===== src/hdl/slx_pkg.sv =====
`timescale 1ns / 1ps
package slx_pkg;

  // Result event kinds
  localparam logic [1:0] EV_BYTE = 2'd0;
  localparam logic [1:0] EV_END  = 2'd1;
  localparam logic [1:0] EV_ERR  = 2'd2;

  // Token types
  localparam logic [3:0] TT_LPAR = 4'd0;
  localparam logic [3:0] TT_RPAR = 4'd1;
  localparam logic [3:0] TT_BIN  = 4'd2;
  localparam logic [3:0] TT_HEX  = 4'd3;
  localparam logic [3:0] TT_DEC  = 4'd4;
  localparam logic [3:0] TT_STR  = 4'd5;
  localparam logic [3:0] TT_SYM  = 4'd6;
  localparam logic [3:0] TT_KW   = 4'd7;
  localparam logic [3:0] TT_US   = 4'd8;

  // Lexical error codes
  localparam logic [3:0] ERR_ILLEGAL    = 4'd0;
  localparam logic [3:0] ERR_AFTER_HASH = 4'd1;
  localparam logic [3:0] ERR_BIN_DIGIT  = 4'd2;
  localparam logic [3:0] ERR_HEX_DIGIT  = 4'd3;
  localparam logic [3:0] ERR_STR_CHAR   = 4'd4;
  localparam logic [3:0] ERR_ESCAPE     = 4'd5;
  localparam logic [3:0] ERR_QUOTED     = 4'd6;
  localparam logic [3:0] ERR_AFTER_COLON = 4'd7;
  localparam logic [3:0] ERR_FRAC_DIGIT = 4'd8;
  localparam logic [3:0] ERR_UNFINISHED = 4'd9;

  // Character codes with a role of their own
  localparam logic [7:0] CH_TAB    = 8'h09;
  localparam logic [7:0] CH_LF     = 8'h0A;
  localparam logic [7:0] CH_CR     = 8'h0D;
  localparam logic [7:0] CH_SPACE  = 8'h20;
  localparam logic [7:0] CH_DQUOTE = 8'h22;
  localparam logic [7:0] CH_HASH   = 8'h23;
  localparam logic [7:0] CH_LPAR   = 8'h28;
  localparam logic [7:0] CH_RPAR   = 8'h29;
  localparam logic [7:0] CH_DOT    = 8'h2E;
  localparam logic [7:0] CH_ZERO   = 8'h30;
  localparam logic [7:0] CH_ONE    = 8'h31;
  localparam logic [7:0] CH_NINE   = 8'h39;
  localparam logic [7:0] CH_COLON  = 8'h3A;
  localparam logic [7:0] CH_SEMI   = 8'h3B;
  localparam logic [7:0] CH_BSLASH = 8'h5C;
  localparam logic [7:0] CH_USCORE = 8'h5F;
  localparam logic [7:0] CH_LOW_B  = 8'h62;
  localparam logic [7:0] CH_LOW_X  = 8'h78;
  localparam logic [7:0] CH_BAR    = 8'h7C;

  // One result of the lexer
  typedef struct packed {
    logic [1:0] ev;
    logic [7:0] dat;
    logic [3:0] ttype;
    logic [3:0] err;
  } res_t;

  // All results caused by one input transaction (cnt is 0 to 3; only batches with cnt 1 to 3 are pushed)
  typedef struct packed {
    logic [1:0]     cnt;
    res_t [2:0]     res;
  } batch_t;

  function automatic res_t mk_byte(input logic [7:0] b);
    res_t r;
    r = '{ev: EV_BYTE, dat: b, ttype: 4'd0, err: 4'd0};
    return r;
  endfunction

  function automatic res_t mk_end(input logic [3:0] t);
    res_t r;
    r = '{ev: EV_END, dat: 8'd0, ttype: t, err: 4'd0};
    return r;
  endfunction

  function automatic res_t mk_err(input logic [3:0] e);
    res_t r;
    r = '{ev: EV_ERR, dat: 8'd0, ttype: 4'd0, err: e};
    return r;
  endfunction

  function automatic logic is_digit(input logic [7:0] b);
    return (b >= CH_ZERO) && (b <= CH_NINE);
  endfunction

  function automatic logic is_hex(input logic [7:0] b);
    return is_digit(b) || (b >= 8'h61 && b <= 8'h66) || (b >= 8'h41 && b <= 8'h46);
  endfunction

  function automatic logic is_space(input logic [7:0] b);
    return (b == CH_SPACE) || (b == CH_TAB) || (b == CH_CR) || (b == CH_LF);
  endfunction

  function automatic logic is_letter(input logic [7:0] b);
    return (b >= 8'h41 && b <= 8'h5A) || (b >= 8'h61 && b <= 8'h7A);
  endfunction

  // Letters, digits and + - / * = % ? ! . $ _ ~ & ^ < > @
  function automatic logic is_sym(input logic [7:0] b);
    logic extra;
    extra = (b == 8'h2B) || (b == 8'h2D) || (b == 8'h2F) || (b == 8'h2A) ||
            (b == 8'h3D) || (b == 8'h25) || (b == 8'h3F) || (b == 8'h21) ||
            (b == CH_DOT) || (b == 8'h24) || (b == CH_USCORE) || (b == 8'h7E) ||
            (b == 8'h26) || (b == 8'h5E) || (b == 8'h3C) || (b == 8'h3E) ||
            (b == 8'h40);
    return is_letter(b) || is_digit(b) || extra;
  endfunction

  // Printable ASCII plus tab, CR and LF
  function automatic logic is_strch(input logic [7:0] b);
    return (b >= 8'h20 && b <= 8'h7E) || (b == CH_TAB) || (b == CH_CR) || (b == CH_LF);
  endfunction

  function automatic logic is_quotch(input logic [7:0] b);
    return is_strch(b) && (b != CH_BSLASH) && (b != CH_BAR);
  endfunction

endpackage


===== src/hdl/slx_front.sv =====
`timescale 1ns / 1ps
module slx_front import slx_pkg::*; (
  input  logic       clk,
  input  logic       rst_n,
  input  logic       acc,
  input  logic [7:0] b,
  input  logic       eoi,
  output logic       push,
  output batch_t     batch
);

  localparam logic [4:0] S_IDLE       = 5'd0;
  localparam logic [4:0] S_COMMENT    = 5'd1;
  localparam logic [4:0] S_HASH       = 5'd2;
  localparam logic [4:0] S_BIN_FIRST  = 5'd3;
  localparam logic [4:0] S_BIN        = 5'd4;
  localparam logic [4:0] S_HEX_FIRST  = 5'd5;
  localparam logic [4:0] S_HEX        = 5'd6;
  localparam logic [4:0] S_STRING     = 5'd7;
  localparam logic [4:0] S_ESCAPE     = 5'd8;
  localparam logic [4:0] S_QUOTED     = 5'd9;
  localparam logic [4:0] S_COLON      = 5'd10;
  localparam logic [4:0] S_KEYWORD    = 5'd11;
  localparam logic [4:0] S_ZERO       = 5'd12;
  localparam logic [4:0] S_DEC        = 5'd13;
  localparam logic [4:0] S_FRAC_FIRST = 5'd14;
  localparam logic [4:0] S_FRAC       = 5'd15;
  localparam logic [4:0] S_SYMBOL     = 5'd16;
  localparam logic [4:0] S_HALT       = 5'd17;

  logic [4:0] st_r, st_nxt;
  logic       lone_r, lone_nxt;

  // Outcome of handling the byte from idle
  logic [1:0] id_n;
  res_t       id_r0, id_r1;
  logic [4:0] id_st;
  logic       id_lone_we;
  logic       id_lone;

  // Classify the byte as the first byte of a token
  always_comb begin
    id_n       = 2'd0;
    id_r0      = mk_byte(b);
    id_r1      = '0;
    id_st      = S_IDLE;
    id_lone_we = 1'b0;
    id_lone    = 1'b0;
    if (b == CH_SEMI) begin
      id_st = S_COMMENT;
    end else if (is_space(b)) begin
      id_st = S_IDLE;
    end else if (b == CH_LPAR) begin
      id_n  = 2'd2;
      id_r1 = mk_end(TT_LPAR);
    end else if (b == CH_RPAR) begin
      id_n  = 2'd2;
      id_r1 = mk_end(TT_RPAR);
    end else if (b == CH_HASH) begin
      id_n  = 2'd1;
      id_st = S_HASH;
    end else if (b == CH_DQUOTE) begin
      id_n  = 2'd1;
      id_st = S_STRING;
    end else if (b == CH_BAR) begin
      id_n  = 2'd1;
      id_st = S_QUOTED;
    end else if (b == CH_COLON) begin
      id_n  = 2'd1;
      id_st = S_COLON;
    end else if (b == CH_ZERO) begin
      id_n  = 2'd1;
      id_st = S_ZERO;
    end else if (is_digit(b)) begin
      id_n  = 2'd1;
      id_st = S_DEC;
    end else if (is_sym(b)) begin
      id_n       = 2'd1;
      id_st      = S_SYMBOL;
      id_lone_we = 1'b1;
      id_lone    = (b == CH_USCORE);
    end else begin
      id_n  = 2'd1;
      id_r0 = mk_err(ERR_ILLEGAL);
      id_st = S_HALT;
    end
  end

  logic       fin;
  logic [3:0] fin_type;

  // Advance the token state machine
  always_comb begin
    st_nxt    = st_r;
    lone_nxt  = lone_r;
    batch     = '0;
    fin       = 1'b0;
    fin_type  = TT_SYM;
    if (eoi) begin
      st_nxt   = S_IDLE;
      lone_nxt = 1'b0;
      case (st_r)
        S_BIN: begin
          batch.cnt = 2'd1; batch.res[0] = mk_end(TT_BIN);
        end
        S_HEX: begin
          batch.cnt = 2'd1; batch.res[0] = mk_end(TT_HEX);
        end
        S_KEYWORD: begin
          batch.cnt = 2'd1; batch.res[0] = mk_end(TT_KW);
        end
        S_ZERO, S_DEC, S_FRAC: begin
          batch.cnt = 2'd1; batch.res[0] = mk_end(TT_DEC);
        end
        S_SYMBOL: begin
          batch.cnt = 2'd1; batch.res[0] = mk_end(lone_r ? TT_US : TT_SYM);
        end
        S_HASH, S_BIN_FIRST, S_HEX_FIRST, S_STRING, S_ESCAPE, S_QUOTED, S_COLON,
        S_FRAC_FIRST: begin
          batch.cnt = 2'd1; batch.res[0] = mk_err(ERR_UNFINISHED);
        end
        default: begin
          batch.cnt = 2'd0;
        end
      endcase
    end else begin
      case (st_r)
        S_IDLE: begin
          batch.cnt    = id_n;
          batch.res[0] = id_r0;
          batch.res[1] = id_r1;
          st_nxt       = id_st;
          if (id_lone_we) lone_nxt = id_lone;
        end
        S_COMMENT: begin
          if (b == CH_LF) st_nxt = S_IDLE;
        end
        S_HASH: begin
          batch.cnt = 2'd1;
          if (b == CH_LOW_B) begin
            batch.res[0] = mk_byte(b); st_nxt = S_BIN_FIRST;
          end else if (b == CH_LOW_X) begin
            batch.res[0] = mk_byte(b); st_nxt = S_HEX_FIRST;
          end else begin
            batch.res[0] = mk_err(ERR_AFTER_HASH); st_nxt = S_HALT;
          end
        end
        S_BIN_FIRST, S_BIN: begin
          if (b == CH_ZERO || b == CH_ONE) begin
            batch.cnt = 2'd1; batch.res[0] = mk_byte(b); st_nxt = S_BIN;
          end else if (st_r == S_BIN_FIRST) begin
            batch.cnt = 2'd1; batch.res[0] = mk_err(ERR_BIN_DIGIT); st_nxt = S_HALT;
          end else begin
            fin = 1'b1; fin_type = TT_BIN;
          end
        end
        S_HEX_FIRST, S_HEX: begin
          if (is_hex(b)) begin
            batch.cnt = 2'd1; batch.res[0] = mk_byte(b); st_nxt = S_HEX;
          end else if (st_r == S_HEX_FIRST) begin
            batch.cnt = 2'd1; batch.res[0] = mk_err(ERR_HEX_DIGIT); st_nxt = S_HALT;
          end else begin
            fin = 1'b1; fin_type = TT_HEX;
          end
        end
        S_STRING: begin
          if (b == CH_DQUOTE) begin
            batch.cnt = 2'd2; batch.res[0] = mk_byte(b);
            batch.res[1] = mk_end(TT_STR); st_nxt = S_IDLE;
          end else if (b == CH_BSLASH) begin
            st_nxt = S_ESCAPE;
          end else if (is_strch(b)) begin
            batch.cnt = 2'd1; batch.res[0] = mk_byte(b);
          end else begin
            batch.cnt = 2'd1; batch.res[0] = mk_err(ERR_STR_CHAR); st_nxt = S_HALT;
          end
        end
        S_ESCAPE: begin
          batch.cnt = 2'd1;
          if (b == CH_DQUOTE || b == CH_BSLASH) begin
            batch.res[0] = mk_byte(b); st_nxt = S_STRING;
          end else begin
            batch.res[0] = mk_err(ERR_ESCAPE); st_nxt = S_HALT;
          end
        end
        S_QUOTED: begin
          if (b == CH_BAR) begin
            batch.cnt = 2'd2; batch.res[0] = mk_byte(b);
            batch.res[1] = mk_end(TT_SYM); st_nxt = S_IDLE;
          end else if (is_quotch(b)) begin
            batch.cnt = 2'd1; batch.res[0] = mk_byte(b);
          end else begin
            batch.cnt = 2'd1; batch.res[0] = mk_err(ERR_QUOTED); st_nxt = S_HALT;
          end
        end
        S_COLON, S_KEYWORD: begin
          if (is_sym(b)) begin
            batch.cnt = 2'd1; batch.res[0] = mk_byte(b); st_nxt = S_KEYWORD;
          end else if (st_r == S_COLON) begin
            batch.cnt = 2'd1; batch.res[0] = mk_err(ERR_AFTER_COLON); st_nxt = S_HALT;
          end else begin
            fin = 1'b1; fin_type = TT_KW;
          end
        end
        S_ZERO: begin
          if (b == CH_DOT) begin
            batch.cnt = 2'd1; batch.res[0] = mk_byte(b); st_nxt = S_FRAC_FIRST;
          end else begin
            fin = 1'b1; fin_type = TT_DEC;
          end
        end
        S_DEC: begin
          if (is_digit(b)) begin
            batch.cnt = 2'd1; batch.res[0] = mk_byte(b);
          end else if (b == CH_DOT) begin
            batch.cnt = 2'd1; batch.res[0] = mk_byte(b); st_nxt = S_FRAC_FIRST;
          end else begin
            fin = 1'b1; fin_type = TT_DEC;
          end
        end
        S_FRAC_FIRST, S_FRAC: begin
          if (is_digit(b)) begin
            batch.cnt = 2'd1; batch.res[0] = mk_byte(b); st_nxt = S_FRAC;
          end else if (st_r == S_FRAC_FIRST) begin
            batch.cnt = 2'd1; batch.res[0] = mk_err(ERR_FRAC_DIGIT); st_nxt = S_HALT;
          end else begin
            fin = 1'b1; fin_type = TT_DEC;
          end
        end
        S_SYMBOL: begin
          if (is_sym(b)) begin
            batch.cnt = 2'd1; batch.res[0] = mk_byte(b); lone_nxt = 1'b0;
          end else begin
            fin = 1'b1; fin_type = lone_r ? TT_US : TT_SYM;
          end
        end
        default: begin
          // halted: drop bytes until end of input
          st_nxt = st_r;
        end
      endcase

      // End the token, then treat the terminating byte as a token start
      if (fin) begin
        batch.cnt    = id_n + 2'd1;
        batch.res[0] = mk_end(fin_type);
        batch.res[1] = id_r0;
        batch.res[2] = id_r1;
        st_nxt       = id_st;
        if (id_lone_we) lone_nxt = id_lone;
      end
    end
  end

  assign push = acc && (batch.cnt != 2'd0);

  // Hold lexer state, advance on each accepted transaction
  always_ff @(posedge clk) begin
    if (!rst_n) begin
      st_r   <= S_IDLE;
      lone_r <= 1'b0;
    end else if (acc) begin
      st_r   <= st_nxt;
      lone_r <= lone_nxt;
    end
  end

endmodule


===== src/hdl/slx_queue.sv =====
`timescale 1ns / 1ps
module slx_queue import slx_pkg::*; #(
  parameter int DEPTH = 4
) (
  input  logic   clk,
  input  logic   rst_n,
  input  logic   push,
  input  batch_t wr_data,
  output logic   full,
  input  logic   pop,
  output logic   not_empty,
  output batch_t rd_data
);

  localparam int AW = (DEPTH > 1) ? $clog2(DEPTH) : 1;
  localparam int CW = $clog2(DEPTH + 1);

  batch_t         mem_r [DEPTH];
  logic [AW-1:0]  wr_ptr_r, wr_ptr_nxt;
  logic [AW-1:0]  rd_ptr_r, rd_ptr_nxt;
  logic [CW-1:0]  count_r, count_nxt;

  assign full      = (count_r == CW'(DEPTH));
  assign not_empty = (count_r != '0);
  assign rd_data   = mem_r[rd_ptr_r];

  // Advance pointers with wrap at the depth
  always_comb begin
    wr_ptr_nxt = wr_ptr_r;
    rd_ptr_nxt = rd_ptr_r;
    count_nxt  = count_r;
    if (push) begin
      wr_ptr_nxt = (wr_ptr_r == AW'(DEPTH - 1)) ? '0 : wr_ptr_r + 1'b1;
    end
    if (pop) begin
      rd_ptr_nxt = (rd_ptr_r == AW'(DEPTH - 1)) ? '0 : rd_ptr_r + 1'b1;
    end
    if (push && !pop) begin
      count_nxt = count_r + 1'b1;
    end else if (pop && !push) begin
      count_nxt = count_r - 1'b1;
    end
  end

  always_ff @(posedge clk) begin
    if (!rst_n) begin
      wr_ptr_r <= '0;
      rd_ptr_r <= '0;
      count_r  <= '0;
    end else begin
      wr_ptr_r <= wr_ptr_nxt;
      rd_ptr_r <= rd_ptr_nxt;
      count_r  <= count_nxt;
    end
  end

  // Store the batch
  always_ff @(posedge clk) begin
    if (push) begin
      mem_r[wr_ptr_r] <= wr_data;
    end
  end

endmodule


===== src/hdl/slx_back.sv =====
`timescale 1ns / 1ps
module slx_back import slx_pkg::*; (
  input  logic       clk,
  input  logic       rst_n,
  input  logic       q_not_empty,
  input  batch_t     q_head,
  output logic       q_pop,
  output logic       out_valid,
  input  logic       out_stall,
  output logic [1:0] out_event_res,
  output logic [7:0] out_byte,
  output logic [3:0] out_token_type,
  output logic [3:0] out_error_code,
  output logic       out_last
);

  logic [1:0] idx_r, idx_nxt;
  logic       vld_r, vld_nxt;
  res_t       res_r, res_nxt;
  logic       last_r, last_nxt;
  logic       open;
  logic       load;
  logic       is_last;

  assign open    = !vld_r || !out_stall;
  assign load    = open && q_not_empty;
  assign is_last = ((idx_r + 2'd1) == q_head.cnt);
  assign q_pop   = load && is_last;

  // Step through the head batch one result per transaction
  always_comb begin
    idx_nxt  = idx_r;
    vld_nxt  = vld_r;
    res_nxt  = res_r;
    last_nxt = last_r;
    if (open) begin
      vld_nxt = q_not_empty;
    end
    if (load) begin
      res_nxt  = q_head.res[idx_r];
      last_nxt = is_last;
      idx_nxt  = is_last ? 2'd0 : idx_r + 2'd1;
    end
  end

  always_ff @(posedge clk) begin
    if (!rst_n) begin
      idx_r <= 2'd0;
      vld_r <= 1'b0;
    end else begin
      idx_r <= idx_nxt;
      vld_r <= vld_nxt;
    end
  end

  // Hold output payload while stalled
  always_ff @(posedge clk) begin
    res_r  <= res_nxt;
    last_r <= last_nxt;
  end

  assign out_valid      = vld_r;
  assign out_event_res  = res_r.ev;
  assign out_byte       = res_r.dat;
  assign out_token_type = res_r.ttype;
  assign out_error_code = res_r.err;
  assign out_last       = last_r;

endmodule


===== src/hdl/smtlib2_token_lexer_unit.sv =====
`timescale 1ns / 1ps
// Path: the results of an input transaction pass through the batch queue, then the output register.
// Throughput: one input byte per cycle while each byte yields at most one result and the
// output is not stalled; a byte yielding up to three results holds the single output register
// for one result at a time, and the batch queue (QUEUE_DEPTH entries) absorbs the difference.
// Reset: synchronous, active low; lexer returns to idle, queue and output empty.
module smtlib2_token_lexer_unit import slx_pkg::*; #(
  parameter int QUEUE_DEPTH = 4
) (
  input  logic       clk,
  input  logic       rst_n,
  input  logic       in_valid,
  output logic       in_stall,
  input  logic [7:0] in_byte,
  input  logic       in_end_of_input,
  output logic       out_valid,
  input  logic       out_stall,
  output logic [1:0] out_event_res,
  output logic [7:0] out_byte,
  output logic [3:0] out_token_type,
  output logic [3:0] out_error_code,
  output logic       out_last
);

  logic   acc;
  logic   push;
  logic   q_full;
  logic   q_not_empty;
  logic   q_pop;
  batch_t wr_batch;
  batch_t head_batch;

  assign in_stall = q_full;
  assign acc      = in_valid && !q_full;

  // Classify bytes and build result batches
  slx_front u_front (
    .clk   (clk),
    .rst_n (rst_n),
    .acc   (acc),
    .b     (in_byte),
    .eoi   (in_end_of_input),
    .push  (push),
    .batch (wr_batch)
  );

  // Decouple front and back
  slx_queue #(.DEPTH(QUEUE_DEPTH)) u_queue (
    .clk       (clk),
    .rst_n     (rst_n),
    .push      (push),
    .wr_data   (wr_batch),
    .full      (q_full),
    .pop       (q_pop),
    .not_empty (q_not_empty),
    .rd_data   (head_batch)
  );

  // Serialize results onto the output channel
  slx_back u_back (
    .clk            (clk),
    .rst_n          (rst_n),
    .q_not_empty    (q_not_empty),
    .q_head         (head_batch),
    .q_pop          (q_pop),
    .out_valid      (out_valid),
    .out_stall      (out_stall),
    .out_event_res  (out_event_res),
    .out_byte       (out_byte),
    .out_token_type (out_token_type),
    .out_error_code (out_error_code),
    .out_last       (out_last)
  );

endmodule


===== config.mk =====
export PLATFORM = sky130hd
export DESIGN_NAME = smtlib2_token_lexer_unit
export DESIGN_NICKNAME = d
export VERILOG_FILES = /design/src/hdl/slx_pkg.sv /design/src/hdl/slx_front.sv /design/src/hdl/slx_queue.sv /design/src/hdl/slx_back.sv /design/src/hdl/smtlib2_token_lexer_unit.sv
export SDC_FILE = /design/constraint.sdc
export NUM_CORES = 1
export LEC_CHECK = 0
export BUFFER_PORTS_ARGS = -buffer_cell sky130_fd_sc_hd__buf_4
export CAP_MARGIN = 20
export CORE_MARGIN = 4
export CORE_UTILIZATION = 58
export CTS_BUF_LIST = sky130_fd_sc_hd__clkbuf_2
export DETAILED_ROUTE_END_ITERATION = 10
export MAX_ROUTING_LAYER = met4
export PLACE_DENSITY_LB_ADDON = 0.08
export SYNTH_ARGS = -nofsm -noshare
export SYNTH_HDL_FRONTEND = slang
export SYNTH_SLANG_ARGS = --single-unit

===== constraint.sdc =====
create_clock -name clk -period 4.36 [get_ports clk]
set_input_delay 1.09 -clock clk [delete_from_list [all_inputs] [get_ports clk]]
set_output_delay 1.09 -clock clk [all_outputs]
set_load 0.03 [all_outputs]

==> impl_metrics.py <==
metrics = {
    "yosys": {
        "synth_area_leaders": "edfxtp_1, mux4_2, dfxtp_1, mux2i_1, nor2_1",
        "synth_edf_count": 159,
        "yosysMostFrequentCell": "edfxtp_1",
        "ys_types": 83,
        "synthFlopType": "edfxtp_1",
        "synth_largest_area_cell": "edfxtp_1",
        "ys_warn_count": 0,
        "async_flop_share_pct": 0,
        "syn-mean-instance-area_um2": 12.8,
        "synth_top_cell_area_share_pct": 52.7,
        "ys_seq_elements": 177,
        "syn_inst": 706,
        "synth_commonest_cells": "edfxtp_1, nor2_1, nand2_1",
        "syn_area_mm2": 0.00905,
        "ys_seq_area_share_pct": 56.7,
    },
    "sta": {
        "finClkSkew_ns": 0.0392,
        "hold_viol": 0,
        "setup_viol": 0,
        "slew_violations": 0,
        "max_freq_mhz": 258,
        "tightest_slew_ns": 0.669,
        "fin_ws_ns": 0.491,
        "rsz0062_at_grt": "false",
        "min_period_ns": 3.87,
        "slew-limit-headroom_pct": 54.9,
        "period_share_pct": 88.7,
    },
    "worst_setup_path": {
        "reg2reg_depth": 13,
        "r2r_setup_slack_ns": 0.49,
        "startpoint_type": "flop",
        "critPathKind": "flop to flop",
        "cp_data_required_time_ns": 5.03,
        "r2r-start": "u_front.st_r[2]$_SDFFE_PN0P_",
        "cp.arrival_ns": 4.54,
        "crit_end": "u_queue.count_r[2]$_SDFFE_PN0P_",
        "worstPathMaxFanout": 13,
        "r2r_end": "u_queue.count_r[2]$_SDFFE_PN0P_",
        "endpoint_kind": "flop",
        "crit_start": "u_front.st_r[2]$_SDFFE_PN0P_",
    },
    "job": {
        "drv_cap": 0,
    },
    "power_and_ir_drop": {
        "powerDensity_mw_per_mm2": 436,
        "ir_worst_vdd_mv": 0.288,
        "p_leak_nw": 3.59,
    },
    "detailed_routing": {
        "drc": 0,
        "finalWirelength_mm": 23.5,
        "wl_per_cell_um": 22.8,
        "vias": 6561,
        "first_pass_iters": 5,
        "viasPerCell": 6.35,
        "final_antenna_net_count": 0,
        "drtIter0Drc": 663,
    },
    "clock_tree": {
        "postCtsSetupBuffers": 0,
        "root_buffer": "clkbuf_2",
        "clock-sinks": 177,
        "clkTransAtPathRegs_ns": 0.27,
        "cts_hold_buf": 0,
        "clockBufferDepth": 2,
        "cts_resized": 0,
        "clk-insertion-delay-late_ns": 0.72,
        "htreeDepth": 4,
        "cts_buffers": 17,
        "cts_tree": "built",
    },
    "placement": {
        "dp_slack_ns": -0.117,
        "placed_cells": 1000,
        "hpwl_mm": 17.2,
        "gp_congestion": 1.00,
        "port_buffers": 33,
        "dpl-instance-area_mm2": 0.0101,
    },
    "global_route": {
        "grt_max_degree": 36,
        "grt_pass1_wl_mm": 36.5,
        "grt.met2_usage_pct": 44.5,
        "grt_pass1_vias": 6323,
        "grtUsageTotal_pct": 27.7,
        "met3_usage_pct": 4.07,
        "antenna_found_initial": 1,
        "met1_usage_pct": 37.6,
        "grt-ovfl-total": 0,
        "top_usage_layer": "met2",
    },
    "hold_path": {
        "hold_depth": 2,
        "worstHoldPathType": "flop to flop",
    },
    "cells_and_area": {
        "nFillCells": 1093,
        "fin_nets": 828,
        "drive_gt1_share_pct": 27.2,
        "fin_area_mm2": 0.0103,
        "syn2layout_area_growth_pct": 14.2,
        "fin_cells": 1034,
        "utilization_pct": 67.7,
    },
    "die": {
        "placementRows": 45,
        "start_util_pct": 59.3,
        "die_area_mm2": 0.0177,
        "core-area_mm2": 0.0153,
        "die_h_um": 133,
        "die_x_um": 133,
        "io_pins": 34,
    },
    "run_status": {
        "status": "finished clean",
    },
}
==> cells by family (layout without fill, tap and decap cells) <==
family / Yosys count / count (layout) / share of synthesized area [%]
AND/OR/NAND/NOR: 252 / 252 / 15.8
flip-flops: 177 / 177 / 56.7
AO/OA/AOI/OAI: 141 / 141 / 11.0
buffers and inverters: 62 / 170 / 3.19
multiplexers: 61 / 61 / 11.6
adder cells (fa/ha/maj): 7 / 7 / 1.05
XOR/XNOR: 5 / 5 / 0.484
other: 1 / 10 / 0.0414
==> worst max-delay path: stages (launching register included) <==
cell and delay [ns]:
dfxtp_1 0.55, nor4_4 0.51, nand2_2 0.10, o21ai_0 0.19, or3b_1 0.42, a31oi_1 0.29, o22ai_1 0.22, o32ai_4 0.20
ha_2 0.24, inv_1 0.05, fa_1 0.43, xor2_1 0.16, or3_1 0.30, a21boi_0 0.16
==> layout make-up <==
| class | count | area (um2) | share of cell area [%] |
|---|---|---|---|
| flip-flops and latches | 177 | 5140 | 49.7 |
| multi-input cells | 474 | 3660 | 35.4 |
| repair buffers | 126 | 996 | 9.63 |
| well taps | 211 | 264 | 2.55 |
| clock inverters | 14 | 138 | 1.33 |
| clock buffers | 18 | 90.1 | 0.871 |
| inverters | 12 | 45.0 | 0.436 |
| diodes | 2 | 5.00 | 0.0484 |
==> power by group <==
| part | leakage (nW) | total [W] | internal (W) | switching, W |
|---|---|---|---|---|
| Clock | 0.142 | 0.000792 | 0.000186 | 0.000607 |
| Combinational | 1.85 | 0.00149 | 0.000626 | 0.000861 |
| Sequential | 1.59 | 0.00223 | 0.00213 | 0.0000937 |
| Total | 3.59 | 0.00451 | 0.00294 | 0.00156 |
==> sequential cells by signal, summed over array words and instances, names as in the netlist, named ones only <==
signal                 count
u_queue.rd_ptr_r           2
u_back.out_token_type      4
u_front.lone_r             1
u_back.out_last            1
u_back.out_valid           1
u_queue.count_r            3
u_back.out_error_code      4
u_front.st_r               5
u_queue.mem_r            140
u_back.out_byte            8
u_back.idx_r               2
u_back.out_event_res       2
u_queue.wr_ptr_r           2
==> metal layers <==
layer	part of all wire (%)	vias to the layer above
met5	0	-
met4	1.6	0
met3	5.7	31
met2	49	293
met1	43	3290
li1	-	2947
==> layout by cell type (no fill, tap or decap), drive strengths merged, types with 17 or more instances in the layout <==
| cell type | netlist | routed |
|---|---|---|
| mux4 | 35 | 35 |
| nand3 | 17 | 17 |
| and2 | 17 | 17 |
| o21ai | 33 | 33 |
| a21oi | 24 | 24 |
| edfxtp | 159 | 159 |
| inv | 11 | 20 |
| nor3 | 25 | 25 |
| nand2 | 45 | 45 |
| mux2i | 22 | 22 |
| clkbuf | 26 | 18 |
| nor2 | 53 | 53 |
| dfxtp | 18 | 18 |
| buf | 24 | 126 |
==> through the flow <==
stage,total power (W),setup TNS (ns),hold slack [ns]
4_1_cts,0.00454,0,0.491
3_5_place_dp,0.00376,-0.117,0.495
5_1_grt,0.00473,0,0.522
2_1_floorplan,0.00325,0,0.468
6_report,0.00451,0,0.518
3_3_place_gp,0.00370,0,0.476
==> how the worst min path moves through the flow <==
| stage | startpoint | end | slack, ns |
|---|---|---|---|
| 2_1_floorplan | u_queue.wr_ptr_r[1]$_SDFFE_PN0P_ | u_queue.wr_ptr_r[1]$_SDFFE_PN0P_ | 0.47 |
| 3_3_place_gp | u_queue.rd_ptr_r[0]$_SDFFE_PN0P_ | flop | 0.48 |
| 3_5_place_dp | u_back.out_valid$_SDFFE_PN0P_ | u_back.out_valid$_SDFFE_PN0P_ | 0.50 |
| 4_1_cts | out_stall | u_back.out_valid$_SDFFE_PN0P_ | 0.49 |
| 5_1_grt | out_stall | u_back.out_valid$_SDFFE_PN0P_ | 0.52 |
| 6_report | u_back.out_valid$_SDFFE_PN0P_ | u_back.out_valid$_SDFFE_PN0P_ | 0.52 |
No activity file was read; power rests on OpenSTA's default activity.
